===== src/sv/lrs_pkg.sv =====
// ============================================================================
// lrs_pkg
// Shared types, register codes and the sigmoid table builder for the
// logistic regression scorer.
// ============================================================================
package lrs_pkg;

    localparam int FEAT_CNT = 6;
    localparam int FEAT_W   = 16;
    localparam int WEIGHT_W = 16;
    localparam int PROD_W   = FEAT_W + WEIGHT_W;
    // six products of at most 2^30 plus the raised bias stay below 2^33
    localparam int SUM_W    = 35;
    localparam int SAT_W    = 24;
    localparam int PROB_W   = 16;
    localparam int CFG_IDX_W = 3;

    // register indexes: weights sit at 0 .. FEAT_CNT-1, bias after them
    localparam logic [CFG_IDX_W-1:0] CFG_BIAS = 3'd6;

    localparam logic [WEIGHT_W-1:0] BIAS_RST = 16'd410;

    typedef logic [FEAT_CNT-1:0][WEIGHT_W-1:0] t_weight_vec;
    typedef logic [FEAT_CNT-1:0][FEAT_W-1:0]   t_feat_vec;

    localparam t_weight_vec WEIGHT_RST = {
        16'd82, 16'd82, 16'd328, 16'hFF33, 16'd164, 16'd246
    };

    typedef struct packed {
        logic [15:0] junction_id;
        logic [47:0] stamp_ms;
    } t_tag;

    localparam logic [63:0] Q30_ONE   = 64'd1 << 30;
    localparam logic [63:0] SUM_LIMIT = 64'd1 << 23;

    // shift-subtract division, used only while building the table
    function automatic logic [63:0] div_u64(input logic [63:0] num,
                                            input logic [63:0] den);
        logic [63:0] q;
        logic [64:0] rem;
        q   = '0;
        rem = '0;
        for (int i = 63; i >= 0; i--) begin
            rem = {rem[63:0], num[i]};
            if (rem >= {1'b0, den}) begin
                rem  = rem - {1'b0, den};
                q[i] = 1'b1;
            end
        end
        return q;
    endfunction

    // e^-a, a in Q20, result in Q30: series of e^-(a/16), then squared four times
    function automatic logic [63:0] exp_neg_q30(input logic [63:0] a);
        logic [63:0]        u;
        logic [63:0]        term;
        logic signed [63:0] acc;
        logic [63:0]        e;
        u    = a << 6;
        term = Q30_ONE;
        acc  = $signed(Q30_ONE);
        for (int n = 1; n <= 12; n++) begin
            term = (term * u) >> 30;
            term = div_u64(term, 64'(n));
            if ((n % 2) == 1) begin
                acc = acc - $signed(term);
            end else begin
                acc = acc + $signed(term);
            end
        end
        if (acc < 0) begin
            acc = '0;
        end
        e = acc;
        for (int i = 0; i < 4; i++) begin
            e = (e * e) >> 30;
        end
        return e;
    endfunction

    // sigmoid at the center of bin k, rounded into Q0.16
    function automatic logic [PROB_W-1:0] sig_entry(input int k, input int depth);
        logic [63:0] cu;
        logic [63:0] a;
        logic [63:0] e;
        logic [63:0] d;
        logic [63:0] p;
        logic        pos;
        cu  = div_u64(64'(2 * k + 1) << 24, 64'(2 * depth));
        pos = (cu >= SUM_LIMIT);
        a   = pos ? (cu - SUM_LIMIT) : (SUM_LIMIT - cu);
        e   = exp_neg_q30(a);
        d   = Q30_ONE + e;
        if (pos) begin
            p = div_u64((64'd1 << 46) + (d >> 1), d);
        end else begin
            p = div_u64((e << 16) + (d >> 1), d);
        end
        if (p > 64'd65535) begin
            p = 64'd65535;
        end
        return p[PROB_W-1:0];
    endfunction

endpackage


===== src/sv/lrs_cell.sv =====
// ============================================================================
// lrs_cell
// One multiply-accumulate cell: adds feature times weight to the running sum
// and hands the sum, the remaining features and the tag to the next cell.
// ============================================================================
module lrs_cell (
    input  logic                          i_clk,
    input  logic                          i_rst_n,
    input  logic                          i_valid,
    output logic                          o_ready,
    input  logic signed [lrs_pkg::SUM_W-1:0] i_sum,
    input  lrs_pkg::t_feat_vec            i_feat,
    input  lrs_pkg::t_tag                 i_tag,
    input  logic [lrs_pkg::WEIGHT_W-1:0]  i_weight,
    output logic                          o_valid,
    input  logic                          i_ready,
    output logic signed [lrs_pkg::SUM_W-1:0] o_sum,
    output lrs_pkg::t_feat_vec            o_feat,
    output lrs_pkg::t_tag                 o_tag
);

    logic                                r_valid;
    logic signed [lrs_pkg::SUM_W-1:0]    r_sum;
    lrs_pkg::t_feat_vec                  r_feat;
    lrs_pkg::t_tag                       r_tag;
    logic signed [lrs_pkg::PROD_W-1:0]   w_prod;
    logic                                w_load;

    assign o_ready = !r_valid || i_ready;
    assign w_load  = i_valid && o_ready;
    assign w_prod  = $signed(i_feat[0]) * $signed(i_weight);

    always_ff @(posedge i_clk) begin
        if (!i_rst_n) begin
            r_valid <= 1'b0;
        end else if (o_ready) begin
            r_valid <= i_valid;
        end
    end

    // feature zero is consumed here, the rest move down one slot
    always_ff @(posedge i_clk) begin
        if (w_load) begin
            r_sum  <= i_sum + lrs_pkg::SUM_W'(w_prod);
            r_feat <= {{lrs_pkg::FEAT_W{1'b0}}, i_feat[lrs_pkg::FEAT_CNT-1:1]};
            r_tag  <= i_tag;
        end
    end

    assign o_valid = r_valid;
    assign o_sum   = r_sum;
    assign o_feat  = r_feat;
    assign o_tag   = r_tag;

endmodule


===== config.mk =====
export PLATFORM = sky130hd
export DESIGN_NAME = lrs_cell
export DESIGN_NICKNAME = d
export VERILOG_FILES = /design/src/sv/lrs_pkg.sv /design/src/sv/lrs_cell.sv
export SDC_FILE = /design/constraint.sdc
export NUM_CORES = 1
export LEC_CHECK = 0
export ABC_AREA = 1
export BUFFER_PORTS_ARGS = -buffer_cell sky130_fd_sc_hd__buf_2
export CORE_ASPECT_RATIO = 1.4
export CORE_UTILIZATION = 52
export CTS_BUF_LIST = sky130_fd_sc_hd__clkbuf_8
export DETAILED_ROUTE_END_ITERATION = 12
export GPL_TIMING_DRIVEN = 0
export MAX_ROUTING_LAYER = met4
export PLACE_DENSITY = 0.8
export SLEW_MARGIN = 20
export SYNTH_ARGS = -nofsm -noshare
export SYNTH_HDL_FRONTEND = slang
export SYNTH_SLANG_ARGS = --single-unit

===== constraint.sdc =====
create_clock -name i_clk -period 12.45 [get_ports i_clk]
set_input_delay 2.49 -clock i_clk [delete_from_list [all_inputs] [get_ports i_clk]]
set_output_delay 2.49 -clock i_clk [all_outputs]
set_load 0.01 [all_outputs]

Yosys cells after proc, flatten, opt, wreduce, memory -nomap -nowiden --
Index checks and enable logic that the tools add are counted.
Word-level totals: bits in registers 180, input bits 215, output and inout bits 197, word-level logic and storage cells 14
Cells by class: $add $sub $neg 1, $mul 1, reductions and logical operators 3
Operator list (count):
- $add A35 B32 Y35 | 1
- $mul A16 B16 Y32 | 1
- $logic_and A1 B1 Y1 | 1
- $logic_not A1 Y1 | 1
- $logic_or A1 B1 Y1 | 1

Depth between registers and ports, before layout --
Gate-level depths: netlist of the first run.
depth in word-level cells 3, depth in mapped cells 29, depth with buffers taken out 27

Worst setup path after synthesis of the first run --
Ideal clock, no wire load.
kind in2reg, start in i_valid, end reg r_feat, in the netlist o_feat[0] (enable), arrival 11126 ps, path slack 547 ps, stages on the path 2, path buffers 0, cell sequence inv_1 > a21oi_1
Between the ends: cells in the longest elaborated chain, start to end 1
RTL lines:
- from (decl) | RTL line lrs_cell.sv:9 | input logic i_valid,
- $logic_and A1 B1 Y1 | RTL line lrs_cell.sv:30 | assign w_load = i_valid && o_ready;
- net w_load | RTL line lrs_cell.sv:27 | logic w_load;
- to (signal assigned) | RTL line lrs_cell.sv:45 | r_feat <= {{lrs_pkg::FEAT_W{1'b0}}, i_feat[lrs_pkg::FEAT_CNT-1:1]};
- to (decl) | RTL line lrs_cell.sv:24 | lrs_pkg::t_feat_vec r_feat;
The timed path passes the listed nets, and every way through them passes these cells. A chain may end at the register's enable or synchronous reset.

Worst setup path in the final report of the first run --
start in i_weight[3] in the netlist's numbering, end reg r_sum, in the netlist o_sum[31] (data pin)
Between the ends: cells in the longest elaborated chain, start to end 2
RTL lines:
- from (decl) | RTL line lrs_cell.sv:14 | input logic [lrs_pkg::WEIGHT_W-1:0] i_weight,
- $mul A16 B16 Y32 | RTL line lrs_cell.sv:31 | assign w_prod = $signed(i_feat[0]) * $signed(i_weight);
- $add A35 B32 Y35 | RTL line lrs_cell.sv:44 | r_sum <= i_sum + lrs_pkg::SUM_W'(w_prod);
- to (signal assigned) | RTL line lrs_cell.sv:44
- to (decl) | RTL line lrs_cell.sv:23 | logic signed [lrs_pkg::SUM_W-1:0] r_sum;
No other way between the ends.

==> results of run 1 <==
metal layers:
layer  track usage (%)  vias up  wire (um)
li1                  -     6205          -
met1              39.8     6888      20800
met2              56.6      628      27700
met3              5.13      148       3730
met4              18.2        0       3400
met5                 -        -          0
cells by family (layout without fill, tap and decap cells):
family / after synthesis / after routing
adders and majority gates: 414 / 414
buffers and inverters: 658 / 1064
DFF: 180 / 180
AOI/OAI and AO/OA: 43 / 43
xor gates and xnor gates: 19 / 19
and+or+nand+nor: 560 / 560
other: 1 / 19
cell type report:
| type | count | area (um2) | area share (%) |
|---|---|---|---|
| inverter | 580 | 2180 | 10.3 |
| sequential | 180 | 5400 | 25.5 |
| timing repair buffer | 374 | 2050 | 9.69 |
| clock inverter | 15 | 166 | 0.786 |
| multi-input combinational | 1052 | 10200 | 48.3 |
| buffer | 78 | 355 | 1.68 |
| clock buffer | 17 | 234 | 1.10 |
| tap | 451 | 564 | 2.66 |
| antenna | 3 | 7.51 | 0.0354 |
sequential cells by signal, summed over array words and instances, names as in the netlist:
name and cells:
o_feat 80, o_tag 64, o_sum 35, o_valid 1
cell usage after synthesis, types with 2 or more instances:
master,count
nand2_1,439
o21bai_1,7
nand2_2,5
nor3_1,6
edfxtp_1,179
buf_2,2
or2_2,2
buf_4,16
o21ai_0,6
xor2_1,15
a21oi_1,27
fa_1,310
nor2_2,5
inv_1,580
nor2_1,52
clkbuf_1,60
and2_1,2
nand3_1,35
nand4_1,7
ha_1,104
xnor2_1,4
worst paths after layout:
| path | slack, ns | endpoint |
|---|---|---|
| max reg2reg | 9.95 | o_feat[71] |
| max | 4.04 | o_sum[31] |
| min reg2reg | 0.57 | o_valid |
| min | 0.57 | o_valid |
stage by stage:
stage          hold slack, ns  worst slack [ns]
2_1_floorplan           0.595             0.547
3_3_place_gp            0.497             -2.68
3_5_place_dp            0.554              3.63
4_1_cts                 0.569              4.19
5_1_grt                 0.621              3.63
6_report                0.572              4.04
critical path: stages:
cell	delay [ns]
clkbuf_1	0.35
clkbuf_1	0.59
nand2_1	0.11
inv_1	0.10
fa_1	0.30
inv_1	0.14
fa_1	0.74
inv_1	0.20
fa_1	0.59
inv_1	0.18
fa_1	0.53
inv_1	0.05
fa_1	0.47
inv_1	0.05
fa_1	0.48
inv_1	0.05
ha_1	0.37
nand2_1	0.12
nor2_1	0.15
nand2_1	0.10
nor3_1	0.15
nand2_1	0.14
nand3_1	0.11
nand2_1	0.09
==> flow_metrics.tcl, run 1 <==
set metrics [dict create \
    status "finished, final reports clean" \
    yosysWarningCount 0 \
    synth_compound_area_share_pct 1.33 \
    syn_avg_cell_area_um2 9.65 \
    die_h_um 223 \
    cts_buffer_depth 2 \
    synth_mux_area_share_pct 0 \
    synth_edf_count 179 \
    critPathMaxFanout 10 \
    r2r_cells 7 \
    synthTopCellsByArea "fa_1, edfxtp_1, inv_1, nand2_1, ha_1" \
    core_mm2 0.0341 \
    cts_resized 0 \
    synth.cell_area_mm2 0.0181 \
    yosys.area.top_type "fa_1" \
    area_growth_pct 17.1 \
    crit_path_start "i_weight[3]" \
    dieArea_mm2 0.0355 \
    cts_hold_buf 0 \
    worst_pin_slew_ns 1.03 \
    yosysTopAreaCellShare_pct 34.3 \
    fin_skew_ns 0.0290 \
    place.gp.congestion 1.00 \
    rows 80 \
    synth-seq-area-share_pct 29.8 \
    hold_viol 0 \
    hp-start "o_valid" \
    critPathKind "input pin to flip-flop" \
    fin_cells 2750 \
    finalSetupViolCount 0 \
    routed_wirelength_um 55600 \
    grt_usage_pct 34.0 \
    dp_cells 2715 \
    fillers 2975 \
    cts-htree-levels 4 \
    remaining_drc_errors 0 \
    routed_via_density 5.04 \
    start_util_pct 53.0 \
    fin_crit_ns 8.41 \
    yosys.area_share.simple_pct 12.4 \
    fin_crit_sh_pct 67.6 \
    cp_data_arrival_time_ns 8.65 \
    die_w_um 160 \
    synth_flop_cell "edfxtp_1" \
    drv_slew 0 \
    rsz0062_at_grt "false" \
    cts_buffers 17 \
    cts.sinks 180 \
    cp-end-kind "flip-flop" \
    async_flop_share_pct 0 \
    slew_headroom_pct 31.0 \
    layout.core_utilization_pct 62.1 \
    grt_pass1_wl_um 84400 \
    ys_ff_latch 180 \
    grt_max_degree 28 \
    cts_setup_buffers 0 \
    max_freq_ghz 0.119 \
    drive_above_1_share_pct 19.1 \
    start_kind "input pin" \
    place_area_mm2 0.0208 \
    fin_area_mm2 0.0212 \
    synth_xor_area_share_pct 0.920 \
    ant_nets 0 \
    hold-path-cell-count 2 \
    layout_commonest_cell "inv_1" \
    overflow 0 \
    grt_pass1_vias 14600 \
    crit_required_ns 12.69 \
    antenna_found_initial 4 \
    vias 13900 \
    synthAdderAreaFrac_pct 41.5 \
    drt-initial-drc-count 1045 \
    io_pins 412 \
    portBuffers 366 \
    fin_setup_tns_ns 0 \
    r2r_start "o_valid" \
    wl_per_cell_um 20.2 \
    clk_pin_slew_worst_paths_ns 0.11 \
    cts_tree "yes" \
    firstDrtPassIters 5 \
    most-common-layout-cells "inv_1, nand2_1, buf_2" \
    insertion_delay_ns 0.48 \
    hp-class "flip-flop to flip-flop" \
    cts_root_buf "clkbuf_8" \
    synthCells 1875 \
    synth_cell_types 33 \
    nNetsFinal 2912 \
    drv_cap 0 \
    synth_top_family_by_area "adder cells" \
    place.detailed.hpwl_um 47000 \
]
Power of run 1 is left out: the tool's default activity adds up to more than one toggle a clock period on the data nets, which glitch-free logic cannot reach.
==> run 2, diff against run 1 <==
==> constraint.sdc (replaced) <==
create_clock -name i_clk -period 7.3 [get_ports i_clk]
set_input_delay 1.46 -clock i_clk [delete_from_list [all_inputs] [get_ports i_clk]]
set_output_delay 1.46 -clock i_clk [all_outputs]
set_load 0.01 [all_outputs]
==> run 2 against run 1 <==
  * Via count fell by 0.43%
  * Register-to-register slack got worse by 4.5 ns
  * Core utilization barely moved
  * Non-clock buffer count did not move
  * First-iteration DRC count rose by 4.5%
  * Critical path depth fell by 3
  * Highest routed layer unchanged
==> flow_metrics.tcl, run 2 (synthesis gave the netlist of run 1 again) <==
set metrics [dict create \
    worstHoldEndpoint "o_valid" \
    fin_crit_sh_pct 96.9 \
    fin_skew_ns 0.0237 \
    antenna_found_initial 7 \
    cts_setup_buffers 0 \
    routed_via_density 5.02 \
    layout_commonest_cell "inv_1" \
    cp_data_arrival_time_ns 7.33 \
    drive_above_1_share_pct 19.5 \
    cts_resized 0 \
    grt_usage_pct 34.9 \
    r2r_cells 4 \
    crit_required_ns 7.55 \
    portBuffers 366 \
    cts_root_buf "clkbuf_8" \
    io_pins 412 \
    cts_hold_buf 0 \
    start_util_pct 53.0 \
    finalSetupViolCount 0 \
    drv_slew 0 \
    worst_pin_slew_ns 0.790 \
    place.gp.congestion 1.01 \
    area_growth_pct 17.1 \
    place.detailed.hpwl_um 48400 \
    critPathMaxFanout 7 \
    slew_headroom_pct 47.3 \
    start_kind "input pin" \
    cts_buffer_depth 2 \
    critPathKind "input pin to flip-flop" \
    die_w_um 160 \
    grt_max_degree 28 \
    cts_tree "yes" \
    remaining_drc_errors 0 \
    vias 13800 \
    routed_wirelength_um 57100 \
    layout.core_utilization_pct 62.1 \
    fin_crit_ns 7.08 \
    most-common-layout-cells "inv_1, nand2_1, buf_2" \
    die_h_um 223 \
    drt-initial-drc-count 1092 \
    overflow 0 \
    rows 80 \
    r2r_end "o_feat[44]" \
    r2r_slack_ns 5.48 \
    hold-path-cell-count 2 \
    hold_viol 0 \
    cp-end-kind "flip-flop" \
    r2r_start "o_valid" \
    grt_pass1_vias 14900 \
    wl_per_cell_um 20.8 \
    place_area_mm2 0.0208 \
    cts-htree-levels 4 \
    core_mm2 0.0341 \
    nNetsFinal 2912 \
    clk_pin_slew_worst_paths_ns 0.13 \
    cts_buffers 17 \
    fin_area_mm2 0.0212 \
    largest_reg_flops 80 \
    hp-class "flip-flop to flip-flop" \
    insertion_delay_ns 0.50 \
    rsz0062_at_grt "true" \
    hp-start "o_valid" \
    drv_cap 0 \
    dieArea_mm2 0.0355 \
    max_freq_ghz 0.141 \
    firstDrtPassIters 7 \
    status "finished, final reports clean" \
    grt_pass1_wl_um 86000 \
    cts.sinks 180 \
    ant_nets 0 \
]
## run 2: cell types whose count changed in the layout (fill, tap and decap cells not counted), sizes merged
cell    change
bufinv      -1
## run 2: layer usage
metal	track usage [%]	part of all wire, %	vias to the layer above
li1	-	-	6196
met1	39.2	36	6844
met2	58.0	49	622
met3	6.78	8.0	147
met4	20.2	6.3	0
met5	-	0	-
## run 2: how the worst max path moves through the flow
stage	startpoint	end	depth (start not counted)
2_1_floorplan	i_ready	o_feat[0]	2
4_1_cts	i_weight[3]	o_sum[32]	24
3_3_place_gp	i_ready	o_feat[68]	3
5_1_grt	i_feat[7]	o_sum[33]	24
3_5_place_dp	i_weight[3]	o_sum[31]	24
6_report	i_weight[7]	o_sum[29]	21
## run 2: final cells by class
type,count,area [um2]
sequential,180,5400
tap,451,564
inverter,580,2180
fill,2938,12900
multi-input combinational,1052,10200
timing repair buffer,374,2050
antenna,3,7.51
clock inverter,14,156
buffer,78,364
clock buffer,17,234
## run 2: critical path, cell delays in order
cell and delay, ns:
clkbuf_1 0.49, nand2_1 0.34, fa_1 0.66, inv_1 0.14, fa_1 0.65, inv_1 0.15, fa_1 0.51, inv_1 0.05
fa_1 0.48, fa_1 0.50, inv_1 0.05, fa_1 0.47, inv_1 0.04, ha_1 0.40, nand2_1 0.13, nor2_1 0.22
nand2_1 0.11, nor3_1 0.15, nand2_1 0.11, nand4_1 0.10, nand2_1 0.12
## run 2: metrics by stage
step	hold slack, ns	cells	TNS (ns)	setup slack (ns)
3_3_place_gp	0.511	2707	-324.07	-1.81
3_5_place_dp	0.557	2715	-5.79	-0.461
2_1_floorplan	0.608	1890	0	0.117
4_1_cts	0.572	2746	0	0.0758
5_1_grt	0.593	2748	0	0.000488
6_report	0.588	2749	0	0.225
Power of run 2 is left out for the same reason.
==> run 3, diff against run 2 <==
==> constraint.sdc (replaced) <==
create_clock -name i_clk -period 7.3 [get_ports i_clk]
set_input_delay 0.73 -clock i_clk [delete_from_list [all_inputs] [get_ports i_clk]]
set_output_delay 0.73 -clock i_clk [all_outputs]
set_load 0.01 [all_outputs]
==> run 3 against run 2 <==
  * Via count rose by 0.48%
  * Largest cell class unchanged
  * Flip-flop and latch count did not move
  * Register-to-register slack barely moved
  * Cell count barely moved
  * Maximum frequency rose by 8.0%
  * Design area barely moved
  * Non-clock buffer count did not move
  * Critical path type unchanged
==> flow_metrics.tcl, run 3 (synthesis gave the netlist of run 1 again) <==
set metrics [dict create \
    dr_wl_met2_um 28300 \
    fin_skew_ns 0.0236 \
    cts-htree-levels 4 \
    r2r_start "o_valid" \
    fin_crit_ns 6.55 \
    cts_resized 0 \
    routed_wirelength_um 57200 \
    cp_data_arrival_time_ns 6.83 \
    drt-initial-drc-count 1005 \
    critPathKind "input pin to flip-flop" \
    vias 13900 \
    r2r_end "o_feat[44]" \
    cts_root_buf "clkbuf_8" \
    remaining_drc_errors 0 \
    worst_pin_slew_ns 0.992 \
    hold_viol 0 \
    firstDrtPassIters 6 \
    grt_max_degree 28 \
    cts_hold_buf 0 \
    status "finished, final reports clean" \
    dr_wl_met3_um 4320 \
    grt_pass1_wl_um 86000 \
    start_kind "input pin" \
    max_freq_ghz 0.153 \
    io_pins 412 \
    critPathMaxFanout 10 \
    crit_required_ns 7.58 \
    grt_pass1_vias 14900 \
    start_util_pct 53.0 \
    die_w_um 160 \
    fin_setup_tns_ns 0 \
    wl_met1_um 20900 \
    cp-end-kind "flip-flop" \
    cts_buffers 17 \
    crit_path_start "i_weight[3]" \
    cts_buffer_depth 2 \
    layout.core_utilization_pct 62.0 \
    top_layer "met4" \
    area_growth_pct 17.1 \
    portBuffers 366 \
    dieArea_mm2 0.0355 \
    routed_via_density 5.04 \
    rsz0062_at_grt "false" \
    antenna_found_initial 7 \
    hp-class "input pin to flip-flop" \
    grt_usage_pct 34.9 \
    cts_setup_buffers 0 \
    r2r_slack_ns 5.48 \
    overflow 0 \
    die_h_um 223 \
    hold-path-cell-count 1 \
    cts_tree "yes" \
    slew_headroom_pct 33.7 \
    ant_nets 0 \
    insertion_delay_ns 0.50 \
    r2r_cells 4 \
    finalSetupViolCount 0 \
    cts.sinks 180 \
    rows 80 \
    place.detailed.hpwl_um 48400 \
    drv_slew 0 \
    most-common-layout-cells "inv_1, nand2_1, buf_2" \
    drive_above_1_share_pct 19.1 \
    wl_per_cell_um 20.8 \
    fin_crit_sh_pct 89.7 \
    nNetsFinal 2912 \
    drv_cap 0 \
    place.gp.congestion 1.01 \
    core_mm2 0.0341 \
    largest_reg_flops 80 \
    endpoint "o_sum[33]" \
    clk_pin_slew_worst_paths_ns 0.13 \
    layout_commonest_cell "inv_1" \
]
[run 3: through the flow]
stage / area [um2] / cells / hold slack, ns / setup slack (ns)
4_1_cts: 21200 / 2746 / 0.352 / 0.806
2_1_floorplan: 18100 / 1890 / 0.608 / 0.847
5_1_grt: 21200 / 2748 / 0.357 / 0.474
3_3_place_gp: 20500 / 2707 / 0.511 / -1.08
6_report: 21200 / 2751 / 0.392 / 0.752
3_5_place_dp: 20800 / 2715 / 0.557 / 0.269
[run 3: layer usage]
layer,track usage [%],vias to the layer above
li1,-,6199
met1,39.2,6871
met2,58.0,649
met3,6.78,156
met4,20.2,0
met5,-,-
[run 3: worst min-delay path by stage]
stage	startpoint	to	slack, ns
after global placement	o_valid	o_valid	0.51
after detailed placement	o_valid	o_valid	0.56
after global routing	i_feat[83]	o_feat[67]	0.36
after CTS	i_feat[38]	o_feat[22]	0.35
after floorplan	o_valid	o_valid	0.61
final	i_feat[83]	o_feat[67]	0.39
[run 3: critical path, stage by stage]
cell and delay (ns):
clkbuf_1 0.39, clkbuf_1 0.55, nand2_1 0.10, inv_1 0.09
fa_1 0.29, inv_1 0.13, fa_1 0.73, inv_1 0.19
fa_1 0.52, inv_1 0.18, fa_1 0.57, inv_1 0.06
fa_1 0.47, inv_1 0.05, fa_1 0.47, inv_1 0.04
ha_1 0.38, nand2_1 0.12, nor2_1 0.20, nand2_1 0.12
nor3_1 0.14, nand2_1 0.13, nand3_1 0.11, nand2_1 0.05
[run 3: final cells by class]
type                       instances  area (um2)
clock buffer                      17         234
fill                            2938       13000
antenna                            5        12.5
multi-input combinational       1052       10200
timing repair buffer             374        2050
sequential                       180        5400
inverter                         580        2180
buffer                            78         355
clock inverter                    14         156
tap                              451         564
Power of run 3 is left out for the same reason.
