===== src/sv/lrs_pkg.sv =====
// ============================================================================
// lrs_pkg
// Shared types, register codes and the sigmoid table builder for the
// logistic regression scorer.
// ============================================================================
package lrs_pkg;

    localparam int FEAT_CNT = 6;
    localparam int FEAT_W   = 16;
    localparam int WEIGHT_W = 16;
    localparam int PROD_W   = FEAT_W + WEIGHT_W;
    // six products of at most 2^30 plus the raised bias stay below 2^33
    localparam int SUM_W    = 35;
    localparam int SAT_W    = 24;
    localparam int PROB_W   = 16;
    localparam int CFG_IDX_W = 3;

    // register indexes: weights sit at 0 .. FEAT_CNT-1, bias after them
    localparam logic [CFG_IDX_W-1:0] CFG_BIAS = 3'd6;

    localparam logic [WEIGHT_W-1:0] BIAS_RST = 16'd410;

    typedef logic [FEAT_CNT-1:0][WEIGHT_W-1:0] t_weight_vec;
    typedef logic [FEAT_CNT-1:0][FEAT_W-1:0]   t_feat_vec;

    localparam t_weight_vec WEIGHT_RST = {
        16'd82, 16'd82, 16'd328, 16'hFF33, 16'd164, 16'd246
    };

    typedef struct packed {
        logic [15:0] junction_id;
        logic [47:0] stamp_ms;
    } t_tag;

    localparam logic [63:0] Q30_ONE   = 64'd1 << 30;
    localparam logic [63:0] SUM_LIMIT = 64'd1 << 23;

    // shift-subtract division, used only while building the table
    function automatic logic [63:0] div_u64(input logic [63:0] num,
                                            input logic [63:0] den);
        logic [63:0] q;
        logic [64:0] rem;
        q   = '0;
        rem = '0;
        for (int i = 63; i >= 0; i--) begin
            rem = {rem[63:0], num[i]};
            if (rem >= {1'b0, den}) begin
                rem  = rem - {1'b0, den};
                q[i] = 1'b1;
            end
        end
        return q;
    endfunction

    // e^-a, a in Q20, result in Q30: series of e^-(a/16), then squared four times
    function automatic logic [63:0] exp_neg_q30(input logic [63:0] a);
        logic [63:0]        u;
        logic [63:0]        term;
        logic signed [63:0] acc;
        logic [63:0]        e;
        u    = a << 6;
        term = Q30_ONE;
        acc  = $signed(Q30_ONE);
        for (int n = 1; n <= 12; n++) begin
            term = (term * u) >> 30;
            term = div_u64(term, 64'(n));
            if ((n % 2) == 1) begin
                acc = acc - $signed(term);
            end else begin
                acc = acc + $signed(term);
            end
        end
        if (acc < 0) begin
            acc = '0;
        end
        e = acc;
        for (int i = 0; i < 4; i++) begin
            e = (e * e) >> 30;
        end
        return e;
    endfunction

    // sigmoid at the center of bin k, rounded into Q0.16
    function automatic logic [PROB_W-1:0] sig_entry(input int k, input int depth);
        logic [63:0] cu;
        logic [63:0] a;
        logic [63:0] e;
        logic [63:0] d;
        logic [63:0] p;
        logic        pos;
        cu  = div_u64(64'(2 * k + 1) << 24, 64'(2 * depth));
        pos = (cu >= SUM_LIMIT);
        a   = pos ? (cu - SUM_LIMIT) : (SUM_LIMIT - cu);
        e   = exp_neg_q30(a);
        d   = Q30_ONE + e;
        if (pos) begin
            p = div_u64((64'd1 << 46) + (d >> 1), d);
        end else begin
            p = div_u64((e << 16) + (d >> 1), d);
        end
        if (p > 64'd65535) begin
            p = 64'd65535;
        end
        return p[PROB_W-1:0];
    endfunction

endpackage


===== src/sv/lrs_sigmoid.sv =====
// ============================================================================
// lrs_sigmoid
// Saturates the score to [-8, 8), forms the table index, then reads the
// sigmoid table into the output register.
// ============================================================================
module lrs_sigmoid #(
    parameter int DEPTH = 256
) (
    input  logic                             i_clk,
    input  logic                             i_rst_n,
    input  logic                             i_valid,
    output logic                             o_ready,
    input  logic signed [lrs_pkg::SUM_W-1:0] i_sum,
    input  lrs_pkg::t_tag                    i_tag,
    output logic                             o_valid,
    input  logic                             i_ready,
    output logic [lrs_pkg::PROB_W-1:0]       o_prob,
    output lrs_pkg::t_tag                    o_tag
);

    localparam int IDX_W = $clog2(DEPTH);
    localparam int DEP_W = $clog2(DEPTH + 1);
    localparam int MUL_W = lrs_pkg::SAT_W + DEP_W;

    logic [lrs_pkg::PROB_W-1:0] w_rom [DEPTH];

    for (genvar k = 0; k < DEPTH; k++) begin : g_rom
        localparam logic [lrs_pkg::PROB_W-1:0] ROM_VAL = lrs_pkg::sig_entry(k, DEPTH);
        assign w_rom[k] = ROM_VAL;
    end

    logic                        r_a_valid;
    logic [IDX_W-1:0]            r_a_idx;
    lrs_pkg::t_tag               r_a_tag;
    logic                        r_b_valid;
    logic [lrs_pkg::PROB_W-1:0]  r_b_prob;
    lrs_pkg::t_tag               r_b_tag;

    logic                        w_a_ready;
    logic                        w_b_ready;
    logic                        w_in_range;
    logic [lrs_pkg::SAT_W-1:0]   w_sat;
    logic [lrs_pkg::SAT_W-1:0]   w_offs;
    logic [MUL_W-1:0]            w_scaled;

    assign w_b_ready = !r_b_valid || i_ready;
    assign w_a_ready = !r_a_valid || w_b_ready;
    assign o_ready   = w_a_ready;

    // in range when all bits above the 24-bit window match its sign
    assign w_in_range = (i_sum[lrs_pkg::SUM_W-1:lrs_pkg::SAT_W-1] == '0)
                     || (i_sum[lrs_pkg::SUM_W-1:lrs_pkg::SAT_W-1] == '1);

    always_comb begin
        if (w_in_range) begin
            w_sat = i_sum[lrs_pkg::SAT_W-1:0];
        end else if (i_sum[lrs_pkg::SUM_W-1]) begin
            w_sat = {1'b1, {(lrs_pkg::SAT_W-1){1'b0}}};
        end else begin
            w_sat = {1'b0, {(lrs_pkg::SAT_W-1){1'b1}}};
        end
    end

    // adding 2^23 flips the sign bit
    assign w_offs   = {~w_sat[lrs_pkg::SAT_W-1], w_sat[lrs_pkg::SAT_W-2:0]};
    assign w_scaled = MUL_W'(w_offs) * MUL_W'(DEPTH);

    always_ff @(posedge i_clk) begin
        if (!i_rst_n) begin
            r_a_valid <= 1'b0;
            r_b_valid <= 1'b0;
        end else begin
            if (w_a_ready) begin
                r_a_valid <= i_valid;
            end
            if (w_b_ready) begin
                r_b_valid <= r_a_valid;
            end
        end
    end

    always_ff @(posedge i_clk) begin
        if (i_valid && w_a_ready) begin
            r_a_idx <= w_scaled[lrs_pkg::SAT_W +: IDX_W];
            r_a_tag <= i_tag;
        end
        if (r_a_valid && w_b_ready) begin
            r_b_prob <= w_rom[r_a_idx];
            r_b_tag  <= r_a_tag;
        end
    end

    assign o_valid = r_b_valid;
    assign o_prob  = r_b_prob;
    assign o_tag   = r_b_tag;

endmodule


===== config.mk =====
export PLATFORM = sky130hd
export DESIGN_NAME = lrs_sigmoid
export DESIGN_NICKNAME = d
export VERILOG_FILES = /design/src/sv/lrs_pkg.sv /design/src/sv/lrs_sigmoid.sv
export SDC_FILE = /design/constraint.sdc
export NUM_CORES = 1
export LEC_CHECK = 0
export ABC_CLOCK_PERIOD_IN_PS = 6750
export BUFFER_PORTS_ARGS = -buffer_cell sky130_fd_sc_hd__buf_4
export CAP_MARGIN = 10
export CORE_ASPECT_RATIO = 1.4
export CORE_MARGIN = 2
export CORE_UTILIZATION = 35
export DETAILED_ROUTE_END_ITERATION = 7
export SLEW_MARGIN = 20
export SYNTH_ARGS = -nofsm -noshare
export SYNTH_HDL_FRONTEND = slang
export SYNTH_SLANG_ARGS = --single-unit

===== constraint.sdc =====
create_clock -name i_clk -period 6.75 [get_ports i_clk]
set_clock_uncertainty 0.15 [all_clocks]
set_input_delay 0.3375 -clock i_clk [delete_from_list [all_inputs] [get_ports i_clk]]
set_output_delay 0.3375 -clock i_clk [all_outputs]
set_load 0.02 [all_outputs]

Yosys cells after proc, flatten, opt, wreduce, memory -nomap -nowiden
Memory sizes are Yosys's and may differ from the RTL's. A register that Yosys moved wholly into a read port is not among the register bits.
Cells that the tools add are included.
{"block": "classes", "n_eq_ne": 1, "mux": 2, "n_bitwise": 2, "reduce_logical": 8}
{"cell": "24-bit two-way mux", "n": 2}
{"cell": "12-bit equality test, second input constant", "n": 1}
{"cell": "12-bit logical NOT", "n": 1}
{"cell": "8-bit inverter with 9-bit output", "n": 1}
{"cell": "1-bit logical OR", "n": 3}
{"cell": "1-bit logical AND", "n": 2}
{"cell": "1-bit logical NOT", "n": 2}
{"cell": "1-bit inverter", "n": 1}
{"block": "word_totals", "regBits": 138, "rom_bits": 4096, "input_bits": 103, "output_inout_bits": 82, "wordCells": 21, "mem_count": 1}
{"memory": "(no name shown)", "words": 256, "width": 16, "rd": 1, "rd_ports_with_merged_regs": 1, "write_ports": 0, "line_no": "lrs_sigmoid.sv:88", "text": "r_b_prob <= w_rom[r_a_idx];"}

Logic depth before layout (Yosys ltp)
Gate-level depths: netlist of run 1.
{"block": "logic_depth", "word_depth": 4, "mapped_depth": 11, "depth_no_buf": 8}

Least setup slack after synthesis of run 1
OpenSTA, ideal clock, no wires.
{"block": "synth_path", "path_type": "register -> register", "start": "reg r_b_valid, in the netlist o_valid", "end": "reg r_b_prob, in the netlist o_prob[0], enable pin", "setup_ps": 529, "arrival_time_ps": 4109, "required_time_ps": 6071, "path_slack_ps": 1963, "stages_incl_launch_ff": 3, "path_buffers": 0, "period_less_slack_ps": 4787, "cell_sequence": "dfxtp_1 nor2b_1 nor2b_1"}
{"block": "synth_between", "elab_chain_cells": 3}
{"element": "start, declared", "line_no": "lrs_sigmoid.sv:35", "text": "logic r_b_valid;"}
{"element": "start signal, assigned", "line_no": "lrs_sigmoid.sv:77", "text": "r_b_valid <= r_a_valid;"}
{"element": "1-bit logical NOT", "line_no": "lrs_sigmoid.sv:46", "text": "assign w_b_ready = !r_b_valid || i_ready;"}
{"element": "1-bit logical OR", "line_no": "lrs_sigmoid.sv:46"}
{"element": "1-bit logical AND", "line_no": "lrs_sigmoid.sv:87", "text": "if (r_a_valid && w_b_ready) begin"}
{"element": "end, declared", "line_no": "lrs_sigmoid.sv:36", "text": "logic [lrs_pkg::PROB_W-1:0] r_b_prob;"}
Every way passes these cells.
A chain may end at the register's enable or synchronous reset.

Worst setup path after layout of run 1
{"block": "layout_path", "start": "reg r_a_idx[1]", "end": "reg r_b_prob, in the netlist o_prob[2] (data pin)"}
{"block": "layout_between", "elab_chain_cells": 1}
{"element": "start, declared", "line_no": "lrs_sigmoid.sv:33", "text": "logic [IDX_W-1:0] r_a_idx;"}
{"element": "start signal, assigned", "line_no": "lrs_sigmoid.sv:84", "text": "r_a_idx <= w_scaled[lrs_pkg::SAT_W +: IDX_W];"}
{"element": "8-bit inverter with 9-bit output (implied by the code)", "line_no": "lrs_sigmoid.sv:88"}
Every way passes these cells.

==> reports/qor.csv, run 1 <==
stage,metric,value,unit
worst_setup_path,r2r.worst_path.cells,9,
die,row_count,68,
logic_synthesis,synth-seq-area-share,0.5308,
pwr,leakage,4.245,nW
route,totalWireLength,35910,µm
route,ant_nets,0,
logic_synthesis,synth_flop_cell,edfxtp_1,
die,io_pins,185,
grt,grt_max_degree,94,
sta,setup_violations,0,
logic_synthesis,mappedNetlistNets,951,
worst_setup_path,worst-path-buf-inv,3,
clock_tree,cts-buffers-inserted,17,
clock_tree,clk_path_buf_depth,2,
worst_setup_path,path_class,register to register,
clock_tree,h-tree-depth,4,
worst_setup_path,crit_top_cell,buf_4,
logic_synthesis,syn-cell-area,0.008675,mm²
grt,grt.total_usage,0.2754,
die,die_height,190.3,µm
grt,grt_pass1_wl,52010,µm
route,drcViolationCount,0,
worst_setup_path,worstReg2RegEnd,o_prob[2]$_DFFE_PP_,
logic_synthesis,synth_seq_cells,154,
clock_tree,cts.reportedPaths.clkPinSlew,80,ps
worst_setup_path,cp-end-kind,register,
worst_setup_path,cp_num_cells,9,
grt,grt_antenna_before_repair,0,
clock_tree,cts_repair_resize_count,0,
logic_synthesis,syn_inst,827,
die,start_util,0.3540,
min_path,hold_depth,2,
final_layout,diodes,0,
clock_tree,cts-root-buf,clkbuf_16,
logic_synthesis,synth_area_per_cell,10.49,µm²
worst_setup_path,path_cells,buf_4 > inv_1 > ha_1 > nand2_1 > and3_1 > a2111oi_1 > buf_4 > a21o_1 > a311oi_1,
flow_run,cap_violations,0,
grt,grt_pass1_vias,8114,
placement,io_buffers,168,
worst_setup_path,worstPathArrival,4050,ps
sta,rsz0062_at_grt,no,
clock_tree,cts.sinks,154,
worst_setup_path,crit_path_max_fanout,24,
grt,overflow,0,
worst_setup_path,cp-endpoint,o_prob[2]$_DFFE_PP_,
clock_tree,cts_tree,built,
die,fp.dieW,137.1,µm
logic_synthesis,ys_async_sr_fraction,0,
sta,worstMarginPinSlew,1094,ps
placement,gp_congestion,1.028,
die,design.die.area,0.02608,mm²
die,core_area,0.02450,mm²
final_layout,area_growth,30.95,%
worst_setup_path,path_delay_family,simple AND/OR/NAND/NOR gates,
worst_setup_path,reg2reg_from,r_a_idx[1]$_DFFE_PP_,
clock_tree,clk_latency,430,ps
route,dr_total_vias,8205,
pwr,power_density,232.5,mW/mm²
route,viasPerCell,6.082,
run_status,status,"finished, final reports clean",
worst_setup_path,required,6760,ps
route,drt_iter0_markers,1047,
sta,maxSlewHeadroom,0.2679,
worst_setup_path,critPathMaxStageDelay,930,ps
worst_setup_path,rrSetupSlack,2710,ps
clock_tree,post_cts_buffers,0,
sta,fmax,247.4,MHz
final_layout,final_common_cell,buf_4,
sta,timing.hold.ws,82.11,ps
worst_setup_path,crit_path_start,r_a_idx[1]$_DFFE_PP_,
final_layout,fill_cells,2323,
min_path,hold_class,input pin to register,
pwr,irDropWorstVdd,0.2095,mV
worst_setup_path,crit_slowest_cell,ha_1,
logic_synthesis,yosysWarnings,0,
final_layout,drive_gt1_frac,0.2321,
worst_setup_path,critPathLaunchType,register,
final_layout,final_cell_mix,"buf_4, edfxtp_1, o21ai_0",
logic_synthesis,synth_edf_count,152,
logic_synthesis,synth_cell_type_count,71,
sta,post-route-period-util,0.5989,
sta,final.setup.tns,0,ps
final_layout,nets,1145,
sta,slew_viol_final,0,
sta,finalHoldViolations,0,
route,post_drt_wl_per_cell,26.62,µm
route,dr.pass1.iters,6,
sta,min_period,4042,ps
placement,dpl.hpwl,23900,µm
synth_stat cells, types with 22 or more instances:
cell type	n	area, µm²
a21oi_1	68	340.3
a31oi_1	24	150.1
buf_2	38	190.2
clkbuf_1	22	82.58
edfxtp_1	152	4564
inv_1	22	82.58
nand2_1	59	221.5
nand2b_1	22	137.6
nand3_1	27	135.1
nor2_1	61	229.0
nor3_1	27	135.1
o21ai_0	69	345.3
area by class of cell:
cell class	instances	area (µm²)	area share
multi-input cells	572	3576	0.3148
clock buffers	17	425.4	0.03745
repair buffers	252	2077	0.1828
flip-flops and latches	154	4604	0.4053
clock inverters	15	192.7	0.01696
well taps	315	394.1	0.03470
inverters	24	90.09	0.007930
layer usage:
metal	part of all wire	global-route usage
met4	0.088	0.2216
met1	0.36	0.3186
met2	0.47	0.4277
met5	0	0
met3	0.087	0.06964
report_power, final:
| group | internal [mW] | switching (mW) | total (mW) |
|---|---|---|---|
| Clock | 0.511 | 0.490 | 1.00 |
| Sequential | 1.11 | 0.0137 | 1.13 |
| Combinational | 0.188 | 0.327 | 0.515 |
state kept, by name, summed over array words and instances, names as in the netlist:
register   count
o_tag         64
r_a_tag       64
o_valid        1
r_a_valid      1
r_a_idx        8
o_prob        16
metrics by stage:
stage               total power, mW  worst slack (ps)  cells    util  area, µm²
CTS                           2.644              2808   1348  0.4625      11330
global placement              1.615              2681   1250  0.4103      10050
finish                        2.641              2708   1349  0.4636      11360
global route                  2.734              2563   1349  0.4636      11360
detailed placement            1.610              2811   1250  0.4103      10050
floorplan                     1.425              1963    827       -       8675
worst min-delay path by stage:
stage	slack, ps	endpoint	from
after floorplan	250	o_tag[0]$_DFFE_PP_	r_a_tag[0]$_DFFE_PP_
after global placement	250	o_tag[58]$_DFFE_PP_	r_a_tag[58]$_DFFE_PP_
after detailed placement	250	o_tag[13]$_DFFE_PP_	r_a_tag[13]$_DFFE_PP_
after CTS	70	r_a_idx[7]$_DFFE_PP_	i_sum[34]
after global routing	70	r_a_idx[7]$_DFFE_PP_	i_sum[34]
final	80	r_a_idx[7]$_DFFE_PP_	i_sum[34]
worst register-to-register path: stages, from the launching register on:
cell       delay, ps
edfxtp_1         320
buf_4            280
inv_1            420
ha_1             930
nand2_1          580
and3_1           380
a2111oi_1        320
buf_4            220
a21o_1            90
a311oi_1          90
repair_timing:
action                                  in CTS  in global routing
endpoints found under the hold margin       66                  0
hold buffers                                66                  0
endpoints found under the setup margin       0                  0
logic make-up (layout without fill, tap and decap cells):
| kind of cell | count (synthesis) | count (layout) | synth area share |
|---|---|---|---|
| AO/OA/AOI/OAI | 286 | 286 | 0.2179 |
| XOR/XNOR | 1 | 1 | 0.001010 |
| adder cells (fa/ha/maj) | 21 | 21 | 0.03029 |
| buffers and inverters | 101 | 308 | 0.05827 |
| flip-flops | 154 | 154 | 0.5308 |
| multiplexers | 9 | 9 | 0.01774 |
| AND/OR/NAND/NOR | 255 | 255 | 0.1439 |
Power figures use the tool's default switching activity.
==> run 2: changes to the inputs <==
--- a/config.mk
+++ b/config.mk
@@ -5,7 +5,7 @@
 export SDC_FILE = /design/constraint.sdc
 export NUM_CORES = 1
 export LEC_CHECK = 0
-export ABC_CLOCK_PERIOD_IN_PS = 6750
+export ABC_CLOCK_PERIOD_IN_PS = 4250
 export BUFFER_PORTS_ARGS = -buffer_cell sky130_fd_sc_hd__buf_4
 export CAP_MARGIN = 10
 export CORE_ASPECT_RATIO = 1.4
==> constraint.sdc (replaced) <==
create_clock -name i_clk -period 4.25 [get_ports i_clk]
set_clock_uncertainty 0.15 [all_clocks]
set_input_delay 0.2125 -clock i_clk [delete_from_list [all_inputs] [get_ports i_clk]]
set_output_delay 0.2125 -clock i_clk [all_outputs]
set_load 0.02 [all_outputs]
==> run 2 against run 1 <==
Against the previous run: final cell count is 1.3% higher; die area did not move; register-to-register slack worse by 1900 ps; critical path type unchanged; largest cell class unchanged.
==> reports/qor.csv, run 2 (synthesized netlist as in run 1, its figures left out) <==
stage,metric,value,unit,change
worst_setup_path,critPathMaxStageDelay,780,ps,-150 ps
clock_tree,cts.reportedPaths.clkPinSlew,80,ps,about the same
route,totalWireLength,36360,µm,+1.2%
pwr,power_density,365.6,mW/mm²,+57%
die,design.die.area,0.02608,mm²,unchanged
worst_setup_path,crit_slowest_cell,a311oi_1,,
clock_tree,cts.sinks,154,,unchanged
worst_setup_path,critPathLaunchType,register,,
grt,grt_pass1_vias,8200,,+1.1%
worst_setup_path,required,4240,ps,-2520 ps
min_path,hold_class,input pin to register,,
worst_setup_path,worst-path-buf-inv,1,,-2
route,post_drt_wl_per_cell,26.60,µm,about the same
pwr,leakage,4.347,nW,+2.4%
route,viasPerCell,6.042,,-0.66%
clock_tree,cts_tree,built,,
pwr,irDropWorstVdd,0.4538,mV,+120%
grt,grt_pass1_wl,52730,µm,+1.4%
placement,dpl.hpwl,24670,µm,+3.2%
placement,io_buffers,168,,unchanged
run_status,status,"finished, final reports clean",,
sta,worstMarginPinSlew,952.4,ps,-141.6 ps
worst_setup_path,path_delay_family,compound AO/OA/AOI/OAI gates,,
route,drt_iter0_markers,839,,-20%
flow_run,cap_violations,0,,unchanged
clock_tree,clk_path_buf_depth,2,,unchanged
die,die_height,190.3,µm,unchanged
placement,dp_cells,1264,,+1.1%
clock_tree,h-tree-depth,4,,unchanged
sta,min_period,3413,ps,-629.0 ps
grt,overflow,0,,unchanged
sta,final.setup.tns,0,ps,unchanged
grt,grt_max_degree,107,,+14%
sta,rsz0062_at_grt,no,,
final_layout,utilization,0.4714,,+0.007812
die,row_count,68,,unchanged
sta,finalHoldViolations,0,,unchanged
route,ant_nets,0,,unchanged
worst_setup_path,worstPathArrival,3400,ps,-650 ps
die,core_area,0.02450,mm²,unchanged
final_layout,drive_gt1_frac,0.2405,,+0.008386
sta,setup_violations,0,,unchanged
grt,grt.total_usage,0.2806,,+0.005157
clock_tree,clk_latency,420,ps,about the same
die,io_pins,185,,unchanged
final_layout,fill_cells,2268,,-2.4%
final_layout,area_growth,33.16,%,
sta,fmax,293.0,MHz,+18%
die,fp.dieW,137.1,µm,unchanged
worst_setup_path,cp-end-kind,register,,
sta,maxSlewHeadroom,0.3637,,+0.09578
route,drcViolationCount,0,,unchanged
placement,gp_congestion,0.9959,,-3.2%
final_layout,final_common_cell,buf_4,,
clock_tree,cts-buffers-inserted,17,,unchanged
final_layout,nets,1163,,+1.6%
grt,grt_antenna_before_repair,0,,unchanged
route,dr.pass1.iters,7,,+1
worst_setup_path,path_class,register to register,,
sta,post-route-period-util,0.8032,,+0.2043
worst_setup_path,path_cells,inv_1 > ha_1 > nor2_1 > a21oi_1 > o22ai_1 > o31ai_1 > a311oi_1 > o32ai_1,,
final_layout,diodes,0,,unchanged
final_layout,fin_cells,1367,,+1.3%
sta,slew_viol_final,0,,unchanged
worst_setup_path,crit_path_max_fanout,14,,-42%
die,start_util,0.3540,,unchanged
clock_tree,cts-root-buf,clkbuf_16,,
route,dr_total_vias,8260,,+0.67%
final_layout,final_cell_mix,"buf_4, edfxtp_1, dlygate4sd3_1",,
## run 2: area by class of cell
type                    count  area [µm²]  share of cell area
flip-flops and latches    154        4604              0.3986
multi-input cells         572        3573              0.3094
repair buffers            270        2267              0.1963
clock buffers              17       425.4             0.03683
well taps                 315       394.1             0.03412
clock inverters            15       196.4             0.01701
inverters                  24       90.09            0.007799
## run 2: power breakdown
group | internal, mW | leakage, nW | switching (mW)
clock | 0.857 | 0.301 | 0.736
sequential | 1.77 | 1.47 | 0.0277
combinational | 0.314 | 2.58 | 0.522
## run 2: metal layers
| layer | track usage | part of all wire |
|---|---|---|
| met5 | 0 | 0 |
| met4 | 0.1844 | 0.074 |
| met3 | 0.07310 | 0.092 |
| met2 | 0.4642 | 0.49 |
| met1 | 0.3156 | 0.35 |
## run 2: worst register-to-register path, delay by kind of cell, from the launching register on
| family | cells | cell delay (ps) |
|---|---|---|
| AO/OA/AOI/OAI | 5 | 1390 |
| adder cells (fa/ha/maj) | 1 | 500 |
| AND/OR/NAND/NOR | 1 | 430 |
| flip-flops | 1 | 380 |
| buffers and inverters | 1 | 280 |
## run 2: what timing repair did
action	4_1_cts	5_1_grt
buffers inserted	0	0
resized for setup	0	0
hold endpoints to repair	71	0
hold buffers	71	0
## run 2: path summary, 6_finish.rpt
kind / to / cells after the start / slack, ps / start
setup / recovery: o_prob[5]$_DFFE_PP_ / 8 / 840 / r_a_idx[0]$_DFFE_PP_
hold / removal: r_a_idx[6]$_DFFE_PP_ / 3 / 40 / i_sum[22]
setup reg to reg: o_prob[5]$_DFFE_PP_ / 8 / 840 / r_a_idx[0]$_DFFE_PP_
hold reg to reg: o_tag[17]$_DFFE_PP_ / 0 / 260 / r_a_tag[17]$_DFFE_PP_
## run 2: metrics by stage
step / total power [mW] / setup slack [ps] / area (µm²) / hold WS (ps)
after CTS: 4.225 / 1069 / 11550 / 9.717
final: 4.223 / 836.5 / 11550 / 38.87
after global routing: 4.361 / 775.0 / 11550 / 36.89
after detailed placement: 2.581 / 1086 / 10220 / 241.8
after global placement: 2.589 / 1091 / 10220 / 240.8
after floorplan: 2.261 / 1024 / 8677 / 161.4
==> run 3: changes to the inputs <==
--- a/config.mk
+++ b/config.mk
@@ -5,7 +5,8 @@
 export SDC_FILE = /design/constraint.sdc
 export NUM_CORES = 1
 export LEC_CHECK = 0
-export ABC_CLOCK_PERIOD_IN_PS = 4250
+export ABC_AREA = 1
+export ABC_CLOCK_PERIOD_IN_PS = 3000
 export BUFFER_PORTS_ARGS = -buffer_cell sky130_fd_sc_hd__buf_4
 export CAP_MARGIN = 10
 export CORE_ASPECT_RATIO = 1.4
==> constraint.sdc (replaced) <==
create_clock -name i_clk -period 3 [get_ports i_clk]
set_clock_uncertainty 0.15 [all_clocks]
set_input_delay 0.15 -clock i_clk [delete_from_list [all_inputs] [get_ports i_clk]]
set_output_delay 0.15 -clock i_clk [all_outputs]
set_load 0.02 [all_outputs]
==> run 3 against run 2 <==
Against the previous run: design area rose by 1.5%; first-iteration DRC count fell by 27%; non-clock buffer count rose by 33; clock-buffer cell count rose by 3; flip-flop and latch count did not move; largest cell class unchanged; synthesized area fell by 2.6%; total power rose by 43%.
==> reports/qor.csv, run 3 <==
stage,metric,value,unit,change
logic_synthesis,synthTopCellsByArea,"edfxtp_1, nand2_1, nand3_1",,
worst_setup_path,crit_path_max_fanout,6,,-8
pwr,swShare,0.3077,,+0.003266
die,core_area,0.02381,mm²,-2.8%
min_path,hold_class,input pin to register,,
pwr,irDropWorstVdd,0.7093,mV,+56%
logic_synthesis,synth_edf_count,152,,unchanged
logic_synthesis,yosysWarnings,0,,unchanged
clock_tree,clk_path_buf_depth,2,,unchanged
route,viasPerCell,5.582,,-7.6%
die,fp.dieW,135.3,µm,-1.3%
die,start_util,0.3549,,+0.0008846
grt,grt_pass1_vias,9010,,+9.9%
route,dr_total_vias,8825,,+6.8%
flow_run,cap_violations,0,,unchanged
worst_setup_path,critPathLaunchType,register,,
logic_synthesis,synth_top_cell_area_share,0.5402,,+0.01403
sta,fmax,361.5,MHz,+23%
logic_synthesis,ys_async_sr_fraction,0,,unchanged
route,drcViolationCount,0,,unchanged
sta,finalHoldViolations,0,,unchanged
pwr,power.switching,1.856,mW,+44%
placement,dpl.hpwl,28850,µm,+17%
final_layout,diodes,0,,unchanged
pwr,power_frac_seq,0.422,,-0.003
sta,post-route-period-util,0.9220,,+0.1188
grt,grt_antenna_before_repair,0,,unchanged
sta,maxSlewHeadroom,0.5042,,+0.1405
placement,io_buffers,168,,unchanged
grt,overflow,0,,unchanged
worst_setup_path,path_class,register to register,,
grt,grt_max_degree,81,,-24%
clock_tree,h-tree-depth,4,,unchanged
sta,setup_violations,0,,unchanged
sta,min_period,2766,ps,-647.4 ps
final_layout,fill_cells,2310,,+1.9%
die,design.die.area,0.02542,mm²,-2.5%
sta,rsz0062_at_grt,no,,
logic_synthesis,syn_inst,987,,+19%
grt,grt.total_usage,0.3238,,+0.04326
logic_synthesis,synth_cell_type_count,32,,-55%
sta,final.setup.tns,0,ps,unchanged
die,io_pins,185,,unchanged
route,post_drt_wl_per_cell,25.62,µm,-3.7%
route,dr.pass1.iters,7,,unchanged
pwr,pwr-share-comb,0.213,,+0.015
final_layout,nets,1382,,+19%
worst_setup_path,cp-end-kind,register,,
clock_tree,post_cts_buffers,0,,unchanged
logic_synthesis,synth_common_cells,"nand2_1, edfxtp_1, nand3_1, nor2_1, inv_1",,
logic_synthesis,mappedNetlistNets,1111,,+17%
logic_synthesis,synth_area_per_cell,8.561,µm²,-18%
final_layout,finalInstanceArea,0.01173,mm²,+1.5%
clock_tree,cts.reportedPaths.clkPinSlew,70,ps,about the same
worst_setup_path,worstPathArrival,2820,ps,-580 ps
run_status,status,"finished, final reports clean",,
final_layout,final_cell_mix,"nand2_1, buf_4, edfxtp_1",,
route,totalWireLength,40500,µm,+11%
route,ant_nets,0,,unchanged
die,row_count,67,,-1.5%
route,drt_iter0_markers,611,,-27%
pwr,clkPwrFrac,0.365,,-0.012
clock_tree,clk_latency,450,ps,+30 ps
clock_tree,cts_tree,built,,
sta,slew_viol_final,0,,unchanged
pwr,p_int,4.177,mW,+42%
final_layout,final_common_cell,nand2_1,,
die,die_height,187.8,µm,-1.3%
logic_synthesis,synth_seq_cells,154,,unchanged
sta,worstMarginPinSlew,741.0,ps,-211.4 ps
clock_tree,cts-root-buf,clkbuf_16,,
placement,place_area,0.01038,mm²,+1.6%
worst_setup_path,required,3060,ps,-1180 ps
clock_tree,cts-buffers-inserted,17,,unchanged
final_layout,drive_gt1_frac,0.2156,,-0.02492
sta,timing.hold.ws,240.8,ps,+201.9 ps
placement,gp_congestion,1.025,,+2.9%
pwr,leakage,5.220,nW,+20%
pwr,power_density,514.3,mW/mm²,+41%
logic_synthesis,synth-seq-area-share,0.5449,,+0.01415
logic_synthesis,synth_flop_cell,edfxtp_1,,
logic_synthesis,yosysMostFrequentCell,nand2_1,,
grt,grt_pass1_wl,58440,µm,+11%
logic_synthesis,yosys.area.top_type,edfxtp_1,,
logic_synthesis,syn-cell-area,0.008449,mm²,-2.6%
final_layout,area_growth,38.83,%,
clock_tree,cts.sinks,154,,unchanged
run 3: cell types whose count changed after synthesis, moves of 18 or more:
cell,before,now
nand3_1,27,137
inv_1,22,53
nand2_1,59,339
nand2b_1,22,0
o21ai_0,69,40
a31oi_1,24,6
nor3_1,27,5
nor2_1,61,84
nor2b_1,21,0
a21oi_1,68,47
run 3: power by group through the flow:
stage               sequential, mW  clock, mW  combinational, mW
finish                        2.55       2.20               1.28
floorplan                     2.66          0              0.534
global route                  2.56       2.31               1.36
detailed placement            2.59          0               1.16
CTS                           2.55       2.24               1.25
global placement              2.59          0               1.19
run 3: what timing repair did:
action / 4_1_cts / 5_1_grt
hold endpoints to repair: 74 / 0
resized for setup: 0 / 0
hold buffers: 76 / 0
run 3: layout make-up:
| class | instances | area (µm²) | share of cell area |
|---|---|---|---|
| inverter | 56 | 212.7 | 0.01813 |
| sequential | 154 | 4604 | 0.3925 |
| clock inverter | 12 | 132.6 | 0.01131 |
| multi-input combinational | 726 | 3358 | 0.2863 |
| timing repair buffer | 303 | 2577 | 0.2197 |
| tap | 310 | 387.9 | 0.03307 |
| clock buffer | 20 | 456.7 | 0.03893 |
run 3: stage by stage:
stage               instances  power [mW]  setup slack [ps]    util
floorplan                 987       3.193             223.2       -
global placement         1473       3.774             288.5  0.4360
detailed placement       1473       3.757             288.9  0.4360
CTS                      1581       6.032             285.6  0.4927
global route             1581       6.228             170.1  0.4927
finish                   1581       6.033             234.0  0.4927
run 3: worst max-delay path, stage by stage (launching register included):
cell	delay (ps)
edfxtp_1	340
inv_1	90
ha_1	600
nand2_2	220
nand2_1	180
nor2_1	100
o21ai_0	250
buf_4	160
nand3_1	90
nand2_1	90
nand2_1	50
nand2_1	120
nand2_1	70
run 3: logic make-up after synthesis:
| family | after synthesis | share of synthesized area |
|---|---|---|
| buf+inv | 107 | 0.05894 |
| fa+ha+maj | 21 | 0.03110 |
| simple gates | 591 | 0.2919 |
| flops | 154 | 0.5449 |
| compound gates | 114 | 0.07315 |
run 3: worst paths after layout:
check | start | end | slack [ps] | cells after the start
setup / recovery | r_a_idx[0]$_DFFE_PP_ | o_prob[9]$_DFFE_PP_ | 230 | 12
hold / removal | i_sum[33] | r_a_idx[2]$_DFFE_PP_ | 240 | 5
setup reg to reg | r_a_idx[0]$_DFFE_PP_ | o_prob[9]$_DFFE_PP_ | 230 | 12
hold reg to reg | r_a_tag[46]$_DFFE_PP_ | o_tag[46]$_DFFE_PP_ | 260 | 0
run 3: layer usage:
layer  GRT usage  wire, µm  up-vias
li1            -         -     3915
met1      0.3521     13830     4101
met2      0.5398     19390      619
met3     0.06759      3477      190
met4      0.2604      3805        0
met5           0         0        -
